==> config.mk <==
export PLATFORM = sky130hd
export DESIGN_NAME = retry_backoff_scheduler
export DESIGN_NICKNAME = d
export VERILOG_FILES = /design/src/hdl/rbs_pkg.sv /design/src/hdl/rbs_backoff.sv /design/src/hdl/rbs_serial_alu.sv /design/src/hdl/retry_backoff_scheduler.sv
export SDC_FILE = /design/constraint.sdc
export NUM_CORES = 2
export LEC_CHECK = 0
export ABC_AREA = 1
export BUFFER_PORTS_ARGS = -buffer_cell sky130_fd_sc_hd__buf_2
export CAP_MARGIN = 40
export CORE_ASPECT_RATIO = 1.5
export CORE_MARGIN = 2
export CORE_UTILIZATION = 60
export DETAILED_ROUTE_END_ITERATION = 8
export GPL_TIMING_DRIVEN = 0
export HOLD_SLACK_MARGIN = 0.02
export MAX_ROUTING_LAYER = met4
export PLACE_DENSITY = 0.8
export SYNTH_ARGS = -nofsm -noshare
export SYNTH_HDL_FRONTEND = slang
export SYNTH_SLANG_ARGS = --single-unit
==> constraint.sdc <==
create_clock -name clk -period 11.6 [get_ports clk]
set_input_delay 0 -clock clk [delete_from_list [all_inputs] [get_ports clk]]
set_output_delay 0 -clock clk [all_outputs]
set_load 0.01 [all_outputs]
==> src/hdl/rbs_pkg.sv <==
// ----------------------------------------------------------------------------
// Retry backoff scheduler package
// Widths, operation and register codes, and the adder request type.
// ----------------------------------------------------------------------------
`default_nettype none

package rbs_pkg;

  localparam int WORD_W    = 32;
  localparam int TIME_W    = 64;
  localparam int DELAY_W   = WORD_W + 1;
  localparam int ADDR_W    = 4;
  localparam int DIGIT_W_DEF = 8;

  // Operation codes of an input word; the spare code acts as a query
  localparam logic [1:0] OP_QUERY   = 2'd0;
  localparam logic [1:0] OP_SUCCESS = 2'd1;
  localparam logic [1:0] OP_FAILURE = 2'd2;

  // Register indexes (byte address bits [3:2])
  localparam logic [1:0] REG_RETRY_BASE      = 2'd0;
  localparam logic [1:0] REG_RETRY_MAX       = 2'd1;
  localparam logic [1:0] REG_UPDATE_INTERVAL = 2'd2;

  // Request to the digit-serial adder
  typedef struct packed {
    logic start;
    logic sub;
  } alu_req_t;

endpackage

`default_nettype wire

==> src/hdl/rbs_backoff.sv <==
// ----------------------------------------------------------------------------
// Backoff delay unit
// Doubles the base once per cycle up to the cap, then takes the jitter as
// random mod (delay/4 + 1) with a one-bit-per-cycle restoring divider.
// ----------------------------------------------------------------------------
`default_nettype none

module rbs_backoff (
  input  wire logic                         clk,
  input  wire logic                         rst_n,
  input  wire logic                         start,
  input  wire logic [rbs_pkg::WORD_W-1:0]   base,
  input  wire logic [rbs_pkg::WORD_W-1:0]   cap,
  input  wire logic [rbs_pkg::WORD_W-1:0]   count,
  input  wire logic [rbs_pkg::WORD_W-1:0]   rnd,
  output logic                              done,
  output logic [rbs_pkg::DELAY_W-1:0]       total
);

  localparam int W    = rbs_pkg::WORD_W;
  localparam int BITW = $clog2(W);

  typedef enum logic [2:0] {
    B_IDLE,
    B_DOUBLE,
    B_CLAMP,
    B_DIVIDE,
    B_SUM
  } bo_state_t;

  bo_state_t                 state_r;
  logic [W-1:0]              delay_r;
  logic [W-1:0]              cap_r;
  logic [W-1:0]              steps_r;
  logic [W-1:0]              rnd_r;
  logic [W-2:0]              div_r;
  logic [W-2:0]              rem_r;
  logic [BITW-1:0]           bit_r;
  logic [rbs_pkg::DELAY_W-1:0] total_r;
  logic                      done_r;

  logic                      grow;
  logic [W-1:0]              double_nxt;
  logic [W-1:0]              clamp_nxt;
  logic [W-3:0]              span_nxt;
  logic [W-1:0]              trial;
  logic                      fits;
  logic [W-1:0]              diff;

  // Doubling step: stop at the cap, at zero, or when the count runs out
  always_comb begin
    grow       = (steps_r != '0) && (delay_r != '0) && (delay_r < cap_r);
    double_nxt = (delay_r > (cap_r >> 1)) ? cap_r : {delay_r[W-2:0], 1'b0};
    clamp_nxt  = (delay_r > cap_r) ? cap_r : delay_r;
    span_nxt   = clamp_nxt[W-1:2];
  end

  // Restoring divide step, one random bit a cycle, MSB first
  always_comb begin
    trial = {rem_r, rnd_r[W-1]};
    fits  = (trial >= {1'b0, div_r});
    diff  = trial - {1'b0, div_r};
  end

  always_ff @(posedge clk) begin
    if (!rst_n) begin
      state_r <= B_IDLE;
      done_r  <= 1'b0;
    end else begin
      done_r <= 1'b0;
      unique case (state_r)
        B_IDLE: begin
          if (start) begin
            delay_r <= base;
            cap_r   <= cap;
            steps_r <= count - W'(1);
            rnd_r   <= rnd;
            state_r <= B_DOUBLE;
          end
        end
        B_DOUBLE: begin
          if (grow) begin
            delay_r <= double_nxt;
            steps_r <= steps_r - W'(1);
          end else begin
            state_r <= B_CLAMP;
          end
        end
        B_CLAMP: begin
          // Clamp to the cap and set up the jitter divisor
          delay_r <= clamp_nxt;
          div_r   <= {1'b0, span_nxt} + (W-1)'(1);
          rem_r   <= '0;
          bit_r   <= BITW'(W - 1);
          state_r <= (span_nxt == '0) ? B_SUM : B_DIVIDE;
        end
        B_DIVIDE: begin
          rem_r <= fits ? diff[W-2:0] : trial[W-2:0];
          rnd_r <= {rnd_r[W-2:0], 1'b0};
          bit_r <= bit_r - BITW'(1);
          if (bit_r == '0) begin
            state_r <= B_SUM;
          end
        end
        B_SUM: begin
          total_r <= {1'b0, delay_r} + {2'b00, rem_r};
          done_r  <= 1'b1;
          state_r <= B_IDLE;
        end
        default: begin
          state_r <= B_IDLE;
        end
      endcase
    end
  end

  assign done  = done_r;
  assign total = total_r;

endmodule

`default_nettype wire

==> src/hdl/rbs_serial_alu.sv <==
// ----------------------------------------------------------------------------
// Digit-serial time adder
// Adds or subtracts two 64-bit words one digit a cycle, LSB first, through
// shift registers; the final carry gives saturation or the compare result.
// ----------------------------------------------------------------------------
`default_nettype none

module rbs_serial_alu #(
  parameter int DIGIT_W = rbs_pkg::DIGIT_W_DEF
) (
  input  wire logic                         clk,
  input  wire logic                         rst_n,
  input  wire rbs_pkg::alu_req_t            req,
  input  wire logic [rbs_pkg::TIME_W-1:0]   a,
  input  wire logic [rbs_pkg::TIME_W-1:0]   b,
  output logic                              done,
  output logic [rbs_pkg::TIME_W-1:0]        sum,
  output logic                              carry
);

  localparam int TW   = rbs_pkg::TIME_W;
  localparam int NDIG = TW / DIGIT_W;
  localparam int CW   = (NDIG > 1) ? $clog2(NDIG) : 1;

  logic [TW-1:0]      a_r;
  logic [TW-1:0]      b_r;
  logic [TW-1:0]      sum_r;
  logic               carry_r;
  logic [CW-1:0]      cnt_r;
  logic               busy_r;
  logic               done_r;

  logic [DIGIT_W:0]   digit_nxt;
  logic [TW-1:0]      sum_nxt;

  // One digit of the add, shifted in at the top of the result
  always_comb begin
    digit_nxt = {1'b0, a_r[DIGIT_W-1:0]} + {1'b0, b_r[DIGIT_W-1:0]}
              + (DIGIT_W+1)'(carry_r);
    sum_nxt   = (sum_r >> DIGIT_W) | (TW'(digit_nxt[DIGIT_W-1:0]) << (TW - DIGIT_W));
  end

  always_ff @(posedge clk) begin
    if (!rst_n) begin
      busy_r <= 1'b0;
      done_r <= 1'b0;
    end else begin
      done_r <= 1'b0;
      if (req.start) begin
        // Subtract is a + ~b + 1
        a_r     <= a;
        b_r     <= req.sub ? ~b : b;
        carry_r <= req.sub;
        cnt_r   <= CW'(NDIG - 1);
        busy_r  <= 1'b1;
      end else if (busy_r) begin
        a_r     <= a_r >> DIGIT_W;
        b_r     <= b_r >> DIGIT_W;
        sum_r   <= sum_nxt;
        carry_r <= digit_nxt[DIGIT_W];
        if (cnt_r == '0) begin
          busy_r <= 1'b0;
          done_r <= 1'b1;
        end else begin
          cnt_r <= cnt_r - CW'(1);
        end
      end
    end
  end

  assign done  = done_r;
  assign sum   = sum_r;
  assign carry = carry_r;

endmodule

`default_nettype wire

==> src/hdl/retry_backoff_scheduler.sv <==
// ----------------------------------------------------------------------------
// Retry backoff scheduler
// One word in, one word out, one word at a time. A query and a success
// run through the digit-serial 64-bit time adder. A failure first runs the
// backoff unit, which doubles the base until it reaches the cap, clamps,
// runs the bit-serial jitter divider when delay/4 is not zero and sums,
// and then hands its total to the adder. The finished word sits in an
// output register, so the next input word is taken while it waits.
// Failure count, next attempt and last success reset to zero; the
// configuration registers reset to base 1, cap 3600 and update interval
// 3600. The user must write them over the APB port only while the block
// is idle; the block itself does not enforce this.
// ----------------------------------------------------------------------------
`default_nettype none

module retry_backoff_scheduler #(
  parameter int DIGIT_W = rbs_pkg::DIGIT_W_DEF
) (
  input  wire logic                          clk,
  input  wire logic                          rst_n,
  // Input channel
  input  wire logic                          in_valid,
  output logic                               in_stall,
  input  wire logic [1:0]                    in_operation,
  input  wire logic [rbs_pkg::TIME_W-1:0]    in_now,
  input  wire logic [rbs_pkg::WORD_W-1:0]    in_random_word,
  // Result channel
  output logic                               out_valid,
  input  wire logic                          out_stall,
  output logic                               out_due,
  output logic [rbs_pkg::TIME_W-1:0]         out_next_attempt,
  output logic [rbs_pkg::WORD_W-1:0]         out_failure_count,
  output logic [rbs_pkg::TIME_W-1:0]         out_last_success,
  // Configuration port
  input  wire logic                          psel,
  input  wire logic                          penable,
  input  wire logic                          pwrite,
  input  wire logic [rbs_pkg::ADDR_W-1:0]    paddr,
  input  wire logic [rbs_pkg::WORD_W-1:0]    pwdata,
  output logic [rbs_pkg::WORD_W-1:0]         prdata,
  output logic                               pready
);

  localparam int TW = rbs_pkg::TIME_W;
  localparam int WW = rbs_pkg::WORD_W;

  typedef enum logic [2:0] {
    S_IDLE,
    S_DISPATCH,
    S_BACKOFF,
    S_ALU,
    S_PUSH
  } sched_state_t;

  sched_state_t        state_r;
  logic [1:0]          op_r;
  logic [TW-1:0]       now_r;
  logic [WW-1:0]       rnd_r;
  logic                zero_r;

  logic [WW-1:0]       failures_r;
  logic [TW-1:0]       next_time_r;
  logic [TW-1:0]       success_r;
  logic                due_r;

  logic [WW-1:0]       retry_base_r;
  logic [WW-1:0]       retry_max_r;
  logic [WW-1:0]       update_interval_r;

  logic                out_valid_r;
  logic                out_due_r;
  logic [TW-1:0]       out_next_r;
  logic [WW-1:0]       out_count_r;
  logic [TW-1:0]       out_success_r;

  logic                in_take;
  logic                cfg_write;
  logic [1:0]          reg_idx;
  logic                is_update;
  logic                out_free;
  logic                push;

  rbs_pkg::alu_req_t   alu_req;
  logic [TW-1:0]       alu_b;
  logic                alu_done;
  logic [TW-1:0]       alu_sum;
  logic                alu_carry;

  logic                bo_start;
  logic                bo_done;
  logic [rbs_pkg::DELAY_W-1:0] bo_total;

  assign in_stall  = (state_r != S_IDLE);
  assign in_take   = in_valid && !in_stall;
  assign pready    = 1'b1;
  assign cfg_write = psel && penable && pwrite && pready;
  assign reg_idx   = paddr[3:2];
  assign is_update = (op_r == rbs_pkg::OP_SUCCESS) || (op_r == rbs_pkg::OP_FAILURE);
  assign out_free  = !out_valid_r || !out_stall;
  assign push      = (state_r == S_PUSH) && out_free;

  // Register readback
  always_comb begin
    unique case (reg_idx)
      rbs_pkg::REG_RETRY_BASE:      prdata = retry_base_r;
      rbs_pkg::REG_RETRY_MAX:       prdata = retry_max_r;
      rbs_pkg::REG_UPDATE_INTERVAL: prdata = update_interval_r;
      default:                      prdata = '0;
    endcase
  end

  // Launch the backoff unit on a failure, the adder otherwise
  always_comb begin
    bo_start    = (state_r == S_DISPATCH) && (op_r == rbs_pkg::OP_FAILURE);
    alu_req.sub = 1'b0;
    alu_b       = {{(TW-rbs_pkg::DELAY_W){1'b0}}, bo_total};
    if (state_r == S_DISPATCH) begin
      if (op_r == rbs_pkg::OP_SUCCESS) begin
        alu_b = {{(TW-WW){1'b0}}, update_interval_r};
      end else begin
        alu_b       = next_time_r;
        alu_req.sub = 1'b1;
      end
    end
    alu_req.start = ((state_r == S_DISPATCH) && (op_r != rbs_pkg::OP_FAILURE))
                  || ((state_r == S_BACKOFF) && bo_done);
  end

  // Configuration registers
  always_ff @(posedge clk) begin
    if (!rst_n) begin
      retry_base_r      <= WW'(1);
      retry_max_r       <= WW'(3600);
      update_interval_r <= WW'(3600);
    end else if (cfg_write) begin
      unique case (reg_idx)
        rbs_pkg::REG_RETRY_BASE:      retry_base_r      <= pwdata;
        rbs_pkg::REG_RETRY_MAX:       retry_max_r       <= pwdata;
        rbs_pkg::REG_UPDATE_INTERVAL: update_interval_r <= pwdata;
        default: ;
      endcase
    end
  end

  // Sequencer, scheduler state and output register
  always_ff @(posedge clk) begin
    if (!rst_n) begin
      state_r     <= S_IDLE;
      out_valid_r <= 1'b0;
      failures_r  <= '0;
      next_time_r <= '0;
      success_r   <= '0;
    end else begin
      // Raise valid on a push, hold it while stalled, drop it once taken
      out_valid_r <= push || (out_valid_r && out_stall);
      if (alu_req.start) begin
        zero_r <= (alu_b == '0);
      end
      unique case (state_r)
        S_IDLE: begin
          if (in_take) begin
            op_r  <= in_operation;
            now_r <= in_now;
            rnd_r <= in_random_word;
            if (in_operation == rbs_pkg::OP_SUCCESS) begin
              failures_r <= '0;
              success_r  <= in_now;
            end else if (in_operation == rbs_pkg::OP_FAILURE) begin
              if (failures_r != '1) begin
                failures_r <= failures_r + WW'(1);
              end
            end
            state_r <= S_DISPATCH;
          end
        end
        S_DISPATCH: begin
          state_r <= (op_r == rbs_pkg::OP_FAILURE) ? S_BACKOFF : S_ALU;
        end
        S_BACKOFF: begin
          if (bo_done) begin
            state_r <= S_ALU;
          end
        end
        S_ALU: begin
          if (alu_done) begin
            if (is_update) begin
              // Saturate on carry; due only when nothing was added or time is at its end
              next_time_r <= alu_carry ? '1 : alu_sum;
              due_r       <= zero_r || (now_r == '1);
            end else begin
              due_r <= alu_carry;
            end
            state_r <= S_PUSH;
          end
        end
        S_PUSH: begin
          if (push) begin
            out_due_r     <= due_r;
            out_next_r    <= next_time_r;
            out_count_r   <= failures_r;
            out_success_r <= success_r;
            state_r       <= S_IDLE;
          end
        end
        default: begin
          state_r <= S_IDLE;
        end
      endcase
    end
  end

  rbs_backoff u_backoff (
    .clk   (clk),
    .rst_n (rst_n),
    .start (bo_start),
    .base  (retry_base_r),
    .cap   (retry_max_r),
    .count (failures_r),
    .rnd   (rnd_r),
    .done  (bo_done),
    .total (bo_total)
  );

  rbs_serial_alu #(
    .DIGIT_W (DIGIT_W)
  ) u_alu (
    .clk   (clk),
    .rst_n (rst_n),
    .req   (alu_req),
    .a     (now_r),
    .b     (alu_b),
    .done  (alu_done),
    .sum   (alu_sum),
    .carry (alu_carry)
  );

  assign out_valid         = out_valid_r;
  assign out_due           = out_due_r;
  assign out_next_attempt  = out_next_r;
  assign out_failure_count = out_count_r;
  assign out_last_success  = out_success_r;

endmodule

`default_nettype wire

==> flow_summary_export.csv <==
group,metric,value,unit
sta,min_period,4370,ps
setup_path,regToRegEndpoint,"u_backoff.div_r[26]$_DFFE_PP_",
sta,tns,0,ps
sta,max_clock_freq,229,MHz
layout,fill_cells,5073,
placement,io_buffers,332,
routing,viasPerCell,6.02,
global_routing,grt_pass1_wl,217000,um
sta,finalMaxSlewViolations,0,
power_and_ir_drop,leakage,20.6,nW
setup_path,r2r_slack,7230,ps
layout,final_common_cell,"nand2_1",
clock_tree,cts_buffers,88,
synth,synth.top_cell.area_share,47.5,%
power_and_ir_drop,power_frac_clock,32.2,%
synth,synth_top_area_cell,"edfxtp_1",
placement,place_area,46800,um^2
sta,setup_viol,0,
global_routing,gr-total-overflow,0,
sta,tightest_slew,988,ps
sta,post-route-period-util,37.6,%
run_status,outcome,"finished, final reports clean",
synth,syn_avg_cell_area,9.77,um^2
global_routing,antenna_found_initial,6,
die,die_h,333,um
die,rows,120,
global_routing,grt_pass1_vias,35900,
clock_tree,clk_latency,670,ps
routing,wl,147000,um
setup_path,worstPathArrival,4780,ps
power_and_ir_drop,p_comb_share,23.9,%
min_path,min-delay-start,"paddr[3]",
min_path,whs_path_depth,6,
placement,gp_congestion,1.03,
power_and_ir_drop,powerDensity,191,nW/um^2
routing,wl_per_cell,24.4,um
setup_path,setup.worst_path.start_class,"register",
placement,dp_cells,5714,
min_path,hold_path.class,"in -> reg",
clock_tree,htreeDepth,3,
sta,hold_slack,41.1,ps
clock_tree,clock_sinks,951,
layout,drive_gt1_share,11.8,%
clock_tree,tritoncts,"yes",
routing,drtPass1Iterations,6,
routing,drtAntennaViolNets,0,
clock_tree,clockBufferDepth,3,
synth,postSynthCellCount,4429,
setup_path,cpPeakStageDelay,540,ps
job,maxCapViolCount,0,
synth,ys_warn_count,0,
sta,final-hold-violation-count,0,
clock_tree,clk_pin_slew_worst_paths,70,ps
setup_path,timing.critical_path.buf_inv,1,
die,start_util,60.6,%
setup_path,crit_top_cell,"nor2_1",
power_and_ir_drop,p_sw_share,32.2,%
synth,synth_cell_type_count,56,
synth,ys_ff_latch,951,
clock_tree,root_buffer,"clkbuf_16",
placement,hpwl,107000,um
layout,syn2layout_area_growth,18.5,%
synth,yosys_most_used_dff,"edfxtp_1",
setup_path,path_delay_family,"simple AND/OR/NAND/NOR gates",
synth,yosys-top-cells-area,"edfxtp_1 (48%), dfxtp_1 (12%), nand2_1 (8.7%)",
routing,drc,0,
setup_path,path_cells,"ha_1, nand2_1, nor2_1, nand2_1, nor2_2, nand4_2, nand2_2, buf_4, nand2_1, o21ai_2, ha_1, nand3_1, nor2_1, nand4_1, nor2_1, nand2_1, nor2_1, nor2_1",
setup_path,critPathRequiredTime,12020,ps
layout,nets,5310,
power_and_ir_drop,ir_drop,0.000194,V
die,dieArea,74300,um^2
power_and_ir_drop,p_int,6.64,mW
global_routing,grt_max_degree,34,
sta,fin_worst_skew,27.1,ps
synth,ys_async_sr_fraction,0,%
min_path,holdPathEnd,"retry_max_r[0]$_SDFFE_PN0P_",
layout,instances_no_fill,6021,
clock_tree,cts_repair_resize_count,0,
die,core,71500,um^2
power_and_ir_drop,power_switching,3.16,mW
die,fp.dieW,223,um
layout,fin_area,51300,um^2
routing,vias,36200,
synth,synth_edf_count,685,
setup_path,r2r_start,"u_backoff.delay_r[31]$_DFFE_PP_",
synth,synth_area,43300,um^2
setup_path,critPathKind,"reg -> reg",
routing,dr.first_iter.drc_count,4084,
sta,rsz0062_at_grt,"no",
power_and_ir_drop,seq_power_share,43.9,%
setup_path,cpMaxStageDelayCell,"edfxtp_1",
synth,ys_seq_area_share,59.8,%
setup_path,reg2reg_depth,18,
synth,syn_nets,4716,
die,io_pins,337,
global_routing,grt_usage,40.4,%
setup_path,end_kind,"register",
setup_path,worst-path-max-fanout,10,
sta,relSlewSlack,34.1,%
layout,final_cell_mix,"nand2_1 (1002), edfxtp_1 (685), nor2_1 (408)",
setup_path,critPathLaunch,"u_backoff.delay_r[31]$_DFFE_PP_",
==> layer usage <==
layer	global-route usage (%)	wire (um)	vias to the layer above
met3	6.63	12000	533
met4	28.0	12200	0
met5	-	0	-
li1	-	-	16400
met1	44.2	50600	17200
met2	67.4	72100	2148
==> logic make-up after synthesis <==
family | count (synthesis) | share of synthesized area [%]
xor+xnor | 127 | 2.57
mux | 29 | 0.671
flops | 951 | 59.8
other cells | 1 | 0.00867
buf+inv | 557 | 4.91
simple gates | 1829 | 17.7
compound gates | 789 | 10.0
fa+ha+maj | 146 | 4.29
==> cells in the mapped netlist (3+ instances only) <==
master    number
o21ai_2        9
nand2_1     1002
o21bai_1       3
nor2_1       412
and3_1         3
o21ai_1       23
inv_1        355
clkbuf_1     171
nand2_2        3
xor2_1        86
a221oi_1       5
dfxtp_1      266
clkinv_1       4
inv_2         13
mux2i_1       29
edfxtp_1     685
ha_1         142
fa_1           4
xnor2_1       41
nor3_1        80
nand3_2        3
or2_2         16
buf_1          4
nand4_1       55
buf_6          3
nand3_1      194
a211oi_1      35
a31oi_1       33
o21a_1        14
nor4_1        40
nor2_2         7
o211ai_1      41
a21oi_1      291
a21boi_0      12
nor2_4         3
o21ai_0      310
buf_2          5
==> area by class of cell <==
cell class | instances | area (um^2) | share of cell area, %
diodes | 7 | 17.5 | 0.0342
plain buffers | 185 | 731 | 1.43
clock buffers | 117 | 2570 | 5.01
clock inverters | 49 | 552 | 1.08
inverters | 372 | 1400 | 2.72
multi-input cells | 2921 | 15300 | 29.9
flip-flops and latches | 951 | 25900 | 50.5
well taps | 915 | 1140 | 2.23
repair buffers | 504 | 3620 | 7.06
==> power by group through the flow <==
stage / combinational, mW / sequential (mW) / clock (mW)
floorplan: 1.51 / 4.32 / 0
global placement: 2.08 / 4.42 / 0
detailed placement: 2.22 / 4.35 / 0
CTS: 2.28 / 4.29 / 3.14
global route: 2.56 / 4.32 / 3.27
finish: 2.34 / 4.30 / 3.16
==> registers in the layout, indices dropped and copies added, names as in the netlist, 33 cells and up <==
| register | cells |
|---|---|
| next_time_r | 64 |
| now_r | 64 |
| out_last_success | 64 |
| out_next_attempt | 64 |
| success_r | 64 |
| u_alu.a_r | 64 |
| u_alu.b_r | 64 |
| u_alu.sum | 64 |
| u_backoff.total | 33 |
==> worst max path at each step <==
stage | slack (ps) | cells past startpoint | end
finish | 7230 | 18 | u_backoff.div_r[26]$_DFFE_PP_
global route | 6980 | 18 | u_backoff.div_r[26]$_DFFE_PP_
CTS | 7290 | 18 | u_backoff.div_r[26]$_DFFE_PP_
detailed placement | 7310 | 18 | u_backoff.div_r[26]$_DFFE_PP_
global placement | -1440 | 10 | u_alu.cnt_r[0]$_SDFFCE_PN1P_
floorplan | 2410 | 10 | u_alu.cnt_r[0]$_SDFFCE_PN1P_
==> what timing repair did <==
item,4_1_cts,5_1_grt
buffers inserted,0,0
hold buffers,133,0
endpoints found under the hold margin,290,0
==> worst register-to-register path, stage by stage, from the launching register on <==
cell and delay [ps]:
edfxtp_1 540, ha_1 360, nand2_1 70, nor2_1 160
nand2_1 180, nor2_2 220, nand4_2 310, nand2_2 320
buf_4 230, nand2_1 80, o21ai_2 120, ha_1 240
nand3_1 210, nor2_1 330, nand4_1 240, nor2_1 270
nand2_1 90, nor2_1 100, nor2_1 60
==> metrics by stage <==
stage	utilization [%]	total power [mW]	setup WS, ps
after floorplan	-	5.83	2410
after global placement	64.5	6.50	-1440
after detailed placement	65.5	6.58	7310
after CTS	71.7	9.71	7290
after global routing	71.7	10.1	6980
final	71.7	9.80	7230
(Power assumes the default switching activity.)
